`src/hw/rtl/dtq_pkg.sv`:
```
// dtq_pkg: shared types, sizes and codes of the deadline timer queue.
// Used by the timer queue top level and its checker; no dependencies.

package dtq_pkg;

  // queue size and derived widths
  localparam int QUEUE_DEPTH = 16;
  localparam int IDX_W       = $clog2(QUEUE_DEPTH);
  localparam int CNT_W       = $clog2(QUEUE_DEPTH + 1);
  localparam int CH_W        = IDX_W + 2;

  // word field widths
  localparam int TIME_W     = 48;
  localparam int ID_W       = 8;
  localparam int DELAY_W    = 32;
  localparam int PEND_W     = 5;
  localparam int KIND_W     = 2;
  localparam int IN_DATA_W  = ID_W + DELAY_W;
  localparam int OUT_DATA_W = 16;

  // at most this many fired words per tick
  localparam int MAX_OUT = 16;
  localparam int NOUT_W  = $clog2(MAX_OUT + 1);

  localparam logic [TIME_W-1:0] TIME_MAX = '1;

  // request selector on s_tuser
  localparam logic REQ_SCHED = 1'b0;
  localparam logic REQ_TICK  = 1'b1;

  // result kind on m_tuser
  typedef enum logic [KIND_W-1:0] {
    KIND_FIRED    = 2'd0,
    KIND_ACCEPTED = 2'd1,
    KIND_REJECTED = 2'd2
  } kind_t;

  // one heap entry
  typedef struct packed {
    logic [TIME_W-1:0] dl;
    logic [ID_W-1:0]   tid;
  } entry_t;

  localparam int ENTRY_W = $bits(entry_t);

  typedef enum logic [3:0] {
    ST_IDLE,
    ST_SU_RD,
    ST_SU_CMP,
    ST_SCH_OUT,
    ST_TK_RD,
    ST_TK_TEST,
    ST_POP_LOAD,
    ST_SD_RD,
    ST_SD_CMP
  } state_t;

  // a leaves the heap before b: earlier deadline, then lower id
  function automatic logic earlier(entry_t a, entry_t b);
    if (a.dl != b.dl) begin
      return a.dl < b.dl;
    end
    return a.tid < b.tid;
  endfunction

endpackage

```
`src/hw/rtl/deadline_timer_queue.sv`:
```
// deadline_timer_queue: min-heap timer queue ordered by deadline.
// Depends on dtq_pkg and dtq_ram.
//
//  channel | dir | tvalid/tready | tdata                         | tuser        | tlast
//  s_      | in  | request word  | [7:0] task_id, [39:8] delay_us| [0] req_type | -
//  m_      | out | result word   | [7:0] fired_id, [12:8] pending| [1:0] kind   | last
//
// One request at a time; s_tready is high only while the sequencer is idle.
// Schedule: an accepted entry sifts up k heap levels, each through ST_SU_RD and
// ST_SU_CMP (k <= log2 QUEUE_DEPTH), then ST_SCH_OUT emits the answer.
// Tick: ST_TK_RD and ST_TK_TEST test the root; each fired task is popped via
// ST_POP_LOAD and sifted down through ST_SD_RD and ST_SD_CMP per level descended,
// except the task that empties the queue; the heap RAM reads are registered.
// Reset (rst, synchronous) empties the queue and clears time; no RAM sweep.
// A result waits in the output register while the next request is taken;
// the sequencer stalls only when it must emit and that register is full.

module deadline_timer_queue (
  input  logic                            clk,
  input  logic                            rst,
  input  logic                            s_tvalid,
  output logic                            s_tready,
  input  logic [dtq_pkg::IN_DATA_W-1:0]   s_tdata,   // task_id, delay_us
  input  logic [0:0]                      s_tuser,   // req_type
  output logic                            m_tvalid,
  input  logic                            m_tready,
  output logic [dtq_pkg::OUT_DATA_W-1:0]  m_tdata,   // fired_id, pending, zero pad
  output logic [dtq_pkg::KIND_W-1:0]      m_tuser,   // result_kind
  output logic                            m_tlast    // last
);

  // control state
  dtq_pkg::state_t                 state, state_next;
  logic [dtq_pkg::CNT_W-1:0]       count, count_next;
  logic [dtq_pkg::TIME_W-1:0]      now_us, now_us_next;
  logic [dtq_pkg::NOUT_W-1:0]      n_fired, n_fired_next;
  logic                            held, held_next;
  logic                            out_valid, out_valid_next;

  // payload
  dtq_pkg::entry_t                 ent, ent_next;
  logic [dtq_pkg::IDX_W-1:0]       idx, idx_next;
  logic                            rej, rej_next;
  logic [dtq_pkg::ID_W-1:0]        held_id, held_id_next;
  logic [dtq_pkg::PEND_W-1:0]      held_pend, held_pend_next;
  dtq_pkg::kind_t                  out_kind, out_kind_next;
  logic [dtq_pkg::ID_W-1:0]        out_id, out_id_next;
  logic [dtq_pkg::PEND_W-1:0]      out_pend, out_pend_next;
  logic                            out_last, out_last_next;

  // heap RAM ports
  logic                            we;
  logic [dtq_pkg::IDX_W-1:0]       waddr, raddr_a, raddr_b;
  dtq_pkg::entry_t                 wdata;
  logic [dtq_pkg::ENTRY_W-1:0]     rdata_a, rdata_b;
  dtq_pkg::entry_t                 rd_a, rd_b;

  // helpers
  logic                            out_free;
  logic [dtq_pkg::TIME_W:0]        dl_sum;
  logic [dtq_pkg::TIME_W-1:0]      dl_new;
  logic [dtq_pkg::IDX_W-1:0]       par;
  logic [dtq_pkg::CH_W-1:0]        lch, rch;
  logic                            lv, rv, go_l, go_r, due;
  dtq_pkg::entry_t                 cand;

  dtq_ram #(
    .WIDTH (dtq_pkg::ENTRY_W),
    .DEPTH (dtq_pkg::QUEUE_DEPTH)
  ) u_heap (
    .clk     (clk),
    .we      (we),
    .waddr   (waddr),
    .wdata   (wdata),
    .raddr_a (raddr_a),
    .rdata_a (rdata_a),
    .raddr_b (raddr_b),
    .rdata_b (rdata_b)
  );

  assign rd_a = dtq_pkg::entry_t'(rdata_a);
  assign rd_b = dtq_pkg::entry_t'(rdata_b);

  // ports
  assign s_tready = (state == dtq_pkg::ST_IDLE);
  assign m_tvalid = out_valid;
  assign m_tdata  = dtq_pkg::OUT_DATA_W'({out_pend, out_id});
  assign m_tuser  = out_kind;
  assign m_tlast  = out_last;
  assign out_free = !out_valid || m_tready;

  // saturating deadline
  assign dl_sum = {1'b0, now_us}
                  + (dtq_pkg::TIME_W + 1)'(s_tdata[dtq_pkg::IN_DATA_W-1:dtq_pkg::ID_W]);
  assign dl_new = dl_sum[dtq_pkg::TIME_W] ? dtq_pkg::TIME_MAX : dl_sum[dtq_pkg::TIME_W-1:0];

  // heap navigation
  assign par = dtq_pkg::IDX_W'((idx - 1'b1) >> 1);
  assign lch = dtq_pkg::CH_W'({idx, 1'b1});
  assign rch = lch + 1'b1;
  assign lv  = lch < dtq_pkg::CH_W'(count);
  assign rv  = rch < dtq_pkg::CH_W'(count);
  assign go_l = lv && dtq_pkg::earlier(rd_a, ent);
  assign cand = go_l ? rd_a : ent;
  assign go_r = rv && dtq_pkg::earlier(rd_b, cand);

  // root due on this tick and room left in this tick's answer
  assign due = (count != '0) && (n_fired != dtq_pkg::NOUT_W'(dtq_pkg::MAX_OUT))
               && (rd_a.dl <= now_us);

  // sequencer: next state, RAM access and output word
  always_comb begin
    state_next     = state;
    count_next     = count;
    now_us_next    = now_us;
    n_fired_next   = n_fired;
    held_next      = held;
    ent_next       = ent;
    idx_next       = idx;
    rej_next       = rej;
    held_id_next   = held_id;
    held_pend_next = held_pend;
    out_valid_next = out_valid;
    out_kind_next  = out_kind;
    out_id_next    = out_id;
    out_pend_next  = out_pend;
    out_last_next  = out_last;
    we             = 1'b0;
    waddr          = idx;
    wdata          = ent;
    raddr_a        = '0;
    raddr_b        = '0;

    if (out_valid && m_tready) begin
      out_valid_next = 1'b0;
    end

    case (state)
      dtq_pkg::ST_IDLE: begin
        if (s_tvalid) begin
          if (s_tuser[0] == dtq_pkg::REQ_TICK) begin
            if (now_us != dtq_pkg::TIME_MAX) begin
              now_us_next = now_us + 1'b1;
            end
            n_fired_next = '0;
            held_next    = 1'b0;
            state_next   = dtq_pkg::ST_TK_RD;
          end else begin
            ent_next.tid = s_tdata[dtq_pkg::ID_W-1:0];
            ent_next.dl  = dl_new;
            if (count == dtq_pkg::CNT_W'(dtq_pkg::QUEUE_DEPTH)) begin
              rej_next   = 1'b1;
              state_next = dtq_pkg::ST_SCH_OUT;
            end else begin
              rej_next   = 1'b0;
              idx_next   = dtq_pkg::IDX_W'(count);
              count_next = count + 1'b1;
              state_next = dtq_pkg::ST_SU_RD;
            end
          end
        end
      end

      // sift-up: the hole climbs while the new entry beats its parent
      dtq_pkg::ST_SU_RD: begin
        if (idx == '0) begin
          we         = 1'b1;
          state_next = dtq_pkg::ST_SCH_OUT;
        end else begin
          raddr_a    = par;
          state_next = dtq_pkg::ST_SU_CMP;
        end
      end

      dtq_pkg::ST_SU_CMP: begin
        we = 1'b1;
        if (dtq_pkg::earlier(ent, rd_a)) begin
          wdata      = rd_a;
          idx_next   = par;
          state_next = dtq_pkg::ST_SU_RD;
        end else begin
          state_next = dtq_pkg::ST_SCH_OUT;
        end
      end

      dtq_pkg::ST_SCH_OUT: begin
        if (out_free) begin
          out_valid_next = 1'b1;
          out_kind_next  = rej ? dtq_pkg::KIND_REJECTED : dtq_pkg::KIND_ACCEPTED;
          out_id_next    = ent.tid;
          out_pend_next  = dtq_pkg::PEND_W'(count);
          out_last_next  = 1'b1;
          state_next     = dtq_pkg::ST_IDLE;
        end
      end

      dtq_pkg::ST_TK_RD: begin
        state_next = dtq_pkg::ST_TK_TEST;
      end

      // root check: flush the held word, then pop the root if due
      dtq_pkg::ST_TK_TEST: begin
        if (!held || out_free) begin
          if (held) begin
            out_valid_next = 1'b1;
            out_kind_next  = dtq_pkg::KIND_FIRED;
            out_id_next    = held_id;
            out_pend_next  = held_pend;
            out_last_next  = !due;
          end
          held_next = due;
          if (due) begin
            held_id_next   = rd_a.tid;
            held_pend_next = dtq_pkg::PEND_W'(count - 1'b1);
            count_next     = count - 1'b1;
            n_fired_next   = n_fired + 1'b1;
            if (count != dtq_pkg::CNT_W'(1)) begin
              raddr_a    = dtq_pkg::IDX_W'(count - 1'b1);
              state_next = dtq_pkg::ST_POP_LOAD;
            end else begin
              state_next = dtq_pkg::ST_TK_RD;
            end
          end else begin
            state_next = dtq_pkg::ST_IDLE;
          end
        end
      end

      // last entry moves into the root hole
      dtq_pkg::ST_POP_LOAD: begin
        ent_next   = rd_a;
        idx_next   = '0;
        state_next = dtq_pkg::ST_SD_RD;
      end

      dtq_pkg::ST_SD_RD: begin
        raddr_a    = lch[dtq_pkg::IDX_W-1:0];
        raddr_b    = rch[dtq_pkg::IDX_W-1:0];
        state_next = dtq_pkg::ST_SD_CMP;
      end

      // sift-down: the smaller child moves up into the hole
      dtq_pkg::ST_SD_CMP: begin
        we = 1'b1;
        if (go_r) begin
          wdata      = rd_b;
          idx_next   = rch[dtq_pkg::IDX_W-1:0];
          state_next = dtq_pkg::ST_SD_RD;
        end else if (go_l) begin
          wdata      = rd_a;
          idx_next   = lch[dtq_pkg::IDX_W-1:0];
          state_next = dtq_pkg::ST_SD_RD;
        end else begin
          state_next = dtq_pkg::ST_TK_RD;
        end
      end

      default: begin
        state_next = dtq_pkg::ST_IDLE;
      end
    endcase
  end

  // control registers
  always_ff @(posedge clk) begin
    if (rst) begin
      state     <= dtq_pkg::ST_IDLE;
      count     <= '0;
      now_us    <= '0;
      n_fired   <= '0;
      held      <= 1'b0;
      out_valid <= 1'b0;
    end else begin
      state     <= state_next;
      count     <= count_next;
      now_us    <= now_us_next;
      n_fired   <= n_fired_next;
      held      <= held_next;
      out_valid <= out_valid_next;
    end
  end

  // payload registers
  always_ff @(posedge clk) begin
    ent       <= ent_next;
    idx       <= idx_next;
    rej       <= rej_next;
    held_id   <= held_id_next;
    held_pend <= held_pend_next;
    out_kind  <= out_kind_next;
    out_id    <= out_id_next;
    out_pend  <= out_pend_next;
    out_last  <= out_last_next;
  end

endmodule

```
`src/hw/rtl/dtq_ram.sv`:
```
// dtq_ram: generic RAM, one write port and two registered read ports.
// No dependencies.

module dtq_ram #(
  parameter int WIDTH = 8,
  parameter int DEPTH = 16
) (
  input  logic                     clk,
  input  logic                     we,
  input  logic [$clog2(DEPTH)-1:0] waddr,
  input  logic [WIDTH-1:0]         wdata,
  input  logic [$clog2(DEPTH)-1:0] raddr_a,
  output logic [WIDTH-1:0]         rdata_a,
  input  logic [$clog2(DEPTH)-1:0] raddr_b,
  output logic [WIDTH-1:0]         rdata_b
);

  logic [WIDTH-1:0] mem [DEPTH];

  // write port and registered reads
  always_ff @(posedge clk) begin
    if (we) begin
      mem[waddr] <= wdata;
    end
    rdata_a <= mem[raddr_a];
    rdata_b <= mem[raddr_b];
  end

endmodule

```
`config.mk`:
```
export PLATFORM = sky130hd
export DESIGN_NAME = deadline_timer_queue
export DESIGN_NICKNAME = d
export VERILOG_FILES = /design/src/hw/rtl/dtq_pkg.sv /design/src/hw/rtl/deadline_timer_queue.sv /design/src/hw/rtl/dtq_ram.sv
export SDC_FILE = /design/constraint.sdc
export NUM_CORES = 2
export LEC_CHECK = 0
export ABC_AREA = 0
export BUFFER_PORTS_ARGS = -buffer_cell sky130_fd_sc_hd__buf_2
export CORE_ASPECT_RATIO = 2
export CORE_MARGIN = 10
export CORE_UTILIZATION = 55
export DETAILED_ROUTE_END_ITERATION = 16
export GPL_ROUTABILITY_DRIVEN = 1
export MAX_ROUTING_LAYER = met4
export PLACE_DENSITY = 0.67
export SLEW_MARGIN = 20
export SYNTH_ARGS = -nofsm -noshare
export SYNTH_HDL_FRONTEND = slang
export SYNTH_HIERARCHICAL = 1
export SYNTH_SLANG_ARGS = --single-unit
export TNS_END_PERCENT = 5
```
`constraint.sdc`:
```
create_clock -name clk -period 13.6 [get_ports clk]
set_clock_uncertainty 0.1 [all_clocks]
set_input_delay 2.04 -clock clk [delete_from_list [all_inputs] [get_ports clk]]
set_output_delay 2.04 -clock clk [all_outputs]
set_load 0.02 [all_outputs]
```
### Word level (Yosys, flattened, before mapping)

Memory sizes are Yosys's and may differ from the RTL's. A register that Yosys moved wholly into a read port is not among the register bits.
Index checks and enable logic that the tools add are counted.

* multiplexer cells: 86
* add/subtract/negate cells: 7
* magnitude comparators: 9
* bitwise operators: 1
* equal/unequal tests: 25
* reductions and logical operators: 28

Operator list (count)
* two-way mux 56 bit: 5
* one-hot mux 56 bit (2 select lines): 2
* < comparator 48 bit: 3
* inequality test 48 bit: 3
* two-way mux 5 bit: 12
* two-way mux 4 bit: 14
* adder 48 x 32 -> 49 bit: 1
* adder 48 x 1 -> 48 bit (second input constant): 1
* <= comparator 48 bit: 1
* two-way mux 48 bit: 1
* inequality test 48 bit (second input constant): 1
* one-hot mux 4 bit (9 select lines): 1
* one-hot mux 5 bit (2 select lines): 3
* two-way mux 1 bit: 26
* < comparator 8 bit: 3
* two-way mux 8 bit: 3
* two-way mux 2 bit: 9
* equality test 4 x 3 -> 1 bit (second input constant): 4
* inequality test 2 bit (second input constant): 8
* one-hot mux 4 bit (4 select lines): 1
* one-hot mux 8 bit (2 select lines): 1
* one-hot mux 4 bit (3 select lines): 1
* AND reduction 3 bit: 4
* AND reduction 4 bit: 3
* 28 further kinds: 45

* register bits after elaboration: 154
* word-level logic and storage cells: 173
* output and inout bits: 21
* RAM bits: 896
* memories: 1
* input bits: 45

Memory list
* u_heap.mem: words 16, width 56, rd ports 2, clocked after memory_dff 2, write ports 1, line dtq_ram.sv:18 `logic [WIDTH-1:0] mem [DEPTH];`

### Logic depth before layout (Yosys ltp)

* word-level depth: 11
* gate-level depth with buffers: 25
* depth with buffers taken out: 21

### Modules after synthesis

Netlist, hierarchy kept.

By module, submodules not included
* dtq_ram: cells each 1971, instances 1, area an instance 42278.0 sq um, sequential area each 29148.0 sq um
* deadline_timer_queue: cells each 1812, instances 1, area an instance 15173.3 sq um, sequential area each 3983.8 sq um

### Least setup slack after synthesis

No wires, ideal clock.

* path kind: reg-to-reg
* from: reg idx[0] (netlist bit)
* to: mem u_heap/mem[0][0] (netlist bit), enable pin
* stages on the path, launching flop included: 8
* path buffers: 1
* data arrival time: 5643 ps
* data required time: 12961 ps
* slack: 7318 ps
* clock period less this slack: 6282 ps
* setup time: 539 ps
* cells stage by stage: edfxtp_1 > clkbuf_1 > inv_1 > ha_1 > a41oi_1 > nor2_1 > or3b_2 > nor3_1

* cells in the longest elaborated chain, start to end: 5

Ends and longest elaborated chain
* start: declaration: line deadline_timer_queue.sv:42 `logic [dtq_pkg::IDX_W-1:0] idx, idx_next;`
* start signal: assignment: line deadline_timer_queue.sv:286 `idx <= idx_next;`
* zero test 4 bit: line deadline_timer_queue.sv:166 `if (idx == '0) begin`
* two-way mux 1 bit: line deadline_timer_queue.sv:166
* one-hot mux 1 bit (2 select lines): line deadline_timer_queue.sv:138 `case (state)`
* via we: line deadline_timer_queue.sv:52 `logic we;`
* two-way mux 1 bit: line dtq_ram.sv:22 `if (we) begin`
* two-way mux 1 bit (implied by the code): line dtq_ram.sv:23 `mem[waddr] <= wdata;`
* end: declaration: line dtq_ram.sv:18

The timed path passes the listed nets, and every way through them passes these cells.

==> flow_summary.ini <==
[outcome]
outcome = completed

[worst_setup_path]
cpPeakStageDelay_ps = 620
r2r_slack_ps = 4940
path_delay_family = simple AND/OR/NAND/NOR gates
cp_cell_sequence = inv_1, ha_1, nand4_1, nor2_1, nand3_1, a2111oi_2, nor2_1, a21oi_4, buf_4, buf_4, mux2i_1, ha_1, nand4_1, nor2_1, nand4_1, nor4_1, nand4b_1, or2_2, o22a_1, nand2_4, buf_4, o221ai_1
startpoint = u_heap/rdata_a[38]$_DFF_P_
crit_required_ps = 13770
timing.rr.end = u_heap/mem[14][15]$_DFFE_PP_
cp.arrival_ps = 8830
cp_max_fo = 31
path_buf_inv = 4
slowest_stage = o221ai_1
regToRegStartpoint = u_heap/rdata_a[38]$_DFF_P_
endpoint_kind = register
reg2reg_depth = 22
crit_type = reg2reg
crit_path_start_kind = register

[synthesis]
yosys_warnings = 6
synth.top_cell.area_share = 0.515
synthDistinctLibCells = 87
yosysTopAreaCell = edfxtp_1
ys_ff_latch = 1162
ys_seq_area_frac = 0.577
synth_area_sq_um = 57500
synth_most_common_cell = edfxtp_1
yosys-top-cells-area = edfxtp_1 52%, mux4_2 18%, dfxtp_1 6.1%
synthCells = 3783
ys.flop_type = edfxtp_1
synth_common_cells = 986 x edfxtp_1, 448 x mux4_2, 248 x a22oi_1
synth-edff-count = 986
synth.avg_cell_area_sq_um = 15.2
synth-async-reset-ratio = 0

[timing]
max_freq_mhz = 116
worstMarginPinSlew_ps = 1200
max_slew_margin = 0.201
final_max_slew_viol_count = 0
final-hold-violation-count = 0
setup_viol = 0
period_share = 0.636
setup_tns_ps = 0
min_period_ps = 8660
rsz0062_at_grt = no
setup_slack_ps = 4940
whs_ps = 370

[floorplanning]
fp.dieW_microns = 249
start_util = 0.554
rows = 167
dieArea_sq_um = 119000
core_sq_um = 104000
io_pins = 66
die_h_microns = 477

[finish]
syn2layout_area_growth_pct = 9.48
multi_input_area_sq_um = 22900
finalInstanceArea_sq_um = 62900
fin_nets = 4054
area.sequential_sq_um = 33100
drive_gt1_frac = 0.224
final_cells = 5246
fill_cells = 7732

[pwr]
leakage_nw = 20.8
p_per_area_nw_per_um2 = 137
peakVddDrop_uv = 103

[clock_network]
cts_buffers = 101
cts_tree = built
hold_buffers = 0
htreeDepth = 3
cts_max_path_buffers = 3
post_cts_resized = 0
post_cts_buffers = 0
root_buffer = clkbuf_16
clkLatencyLatePin_ps = 750
cts.reportedPaths.clkPinSlew_ps = 70
clkSinkCount = 1162

[placed_design]
dp_hpwl_mm = 106
dpl-instance-area_sq_um = 59200
gp_congestion = 1.02
placed_cells = 5047
dp_slack_ps = 5050
portBuffers = 62

[hold_path]
whs_path_depth = 0
hp-class = reg2reg
min_to = held_id[6]$_DFFE_PP_
holdCritStartpoint = u_heap/rdata_a[6]$_DFF_P_

[global_routing]
grt_pass1_wl_mm = 252
grt_max_degree = 225
track_usage = 0.297
grt_pass1_vias = 38000
antenna_found_initial = 2
grt-ovfl-total = 0

[detailed_routing]
drt_wl_total_mm = 174
first_pass_iters = 5
drtAntennaViolNets = 0
vias_per_cell = 7.00
vias = 36700
wl_per_cell_microns = 33.2
drt_iter0_drc = 3933
post-route-drc-count = 0

[run]
cap_violations = 0
[worst register-to-register path, delay by kind of cell (launching register included)]
family	cells	cell delay, ps
fa+ha+maj	2	520
mux	1	450
compound gates	4	1640
flops	1	360
simple gates	11	3310
buf+inv	4	1800
[report_power, final]
group | internal (mW) | switching, mW
combinational | 0.496 | 0.847
sequential | 4.09 | 0.0915
clock | 1.71 | 1.36
total | 6.29 | 2.30
[stage by stage]
| stage | utilization | total power [mW] |
|---|---|---|
| after floorplan | - | 5.12 |
| after global placement | 0.571 | 5.54 |
| after detailed placement | 0.571 | 5.56 |
| after CTS | 0.605 | 8.59 |
| after global routing | 0.607 | 8.85 |
| final | 0.607 | 8.59 |
[worst max-delay path by stage]
stage,to,slack [ps],cells after the start
2_1_floorplan,u_heap/mem[0][0]$_DFFE_PP_,7320,7
3_3_place_gp,u_heap/mem[8][33]$_DFFE_PP_,5150,21
3_5_place_dp,u_heap/mem[0][37]$_DFFE_PP_,5050,22
4_1_cts,u_heap/mem[11][33]$_DFFE_PP_,5030,22
5_1_grt,u_heap/mem[8][26]$_DFFE_PP_,4710,22
6_report,u_heap/mem[14][15]$_DFFE_PP_,4940,22
[logic make-up after synthesis]
group	share of synthesized area
AO/OA/AOI/OAI	0.0900
XOR/XNOR	0.0131
adder cells (fa/ha/maj)	0.0454
buffers and inverters	0.0332
flip-flops	0.577
multiplexers	0.187
other	0.0000653
AND/OR/NAND/NOR	0.0546
[layer usage]
layer	part of all wire	global-route usage	up-vias
met3	0.075	0.0438	559
li1	-	-	15300
met5	0	-	-
met4	0.066	0.176	0
met1	0.34	0.329	18900
met2	0.52	0.504	1911
[state kept, by name, indices dropped and copies added (netlist names)]
signal and flops:
u_heap/mem 896, ent 56, u_heap/rdata_a 56, u_heap/rdata_b 56
now_us 48, held_id 8, out_id 8, count 5
held_pend 5, n_fired 5, out_pend 5, idx 4
state 4, m_tuser 2, held 1, m_tlast 1
m_tvalid 1, rej 1
[cell usage in the layout (no fill, tap or decap), types with 12 or more instances in the layout]
master	count
clkinv_2	19
dfxtp_1	176
o221ai_1	16
nor2_4	15
clkbuf_1	18
a31oi_1	68
nand3_1	55
o21a_1	13
a21oi_1	95
bufinv_16	13
a21o_1	34
mux4_2	448
xor2_1	17
nor2b_1	22
nand2_1	208
a211oi_1	13
inv_1	192
o221ai_2	40
nand4_1	49
buf_2	65
nor2_1	175
mux2i_1	57
nor3_1	30
ha_1	207
o21ai_0	83
clkinv_1	12
clkbuf_16	104
a22oi_1	248
edfxtp_1	986
nand2b_1	15
and3_1	16
xnor2_1	69
buf_4	75
[area by class of cell]
class	count	share of cell area
clock inverters	59	0.0106
multi-input cells	2200	0.364
inverters	192	0.0115
flip-flops and latches	1162	0.527
repair buffers	144	0.0150
diodes	5	0.000199
clock buffers	132	0.0446
well taps	1352	0.0269
Note: power is estimated with default switching activity, not from simulation.
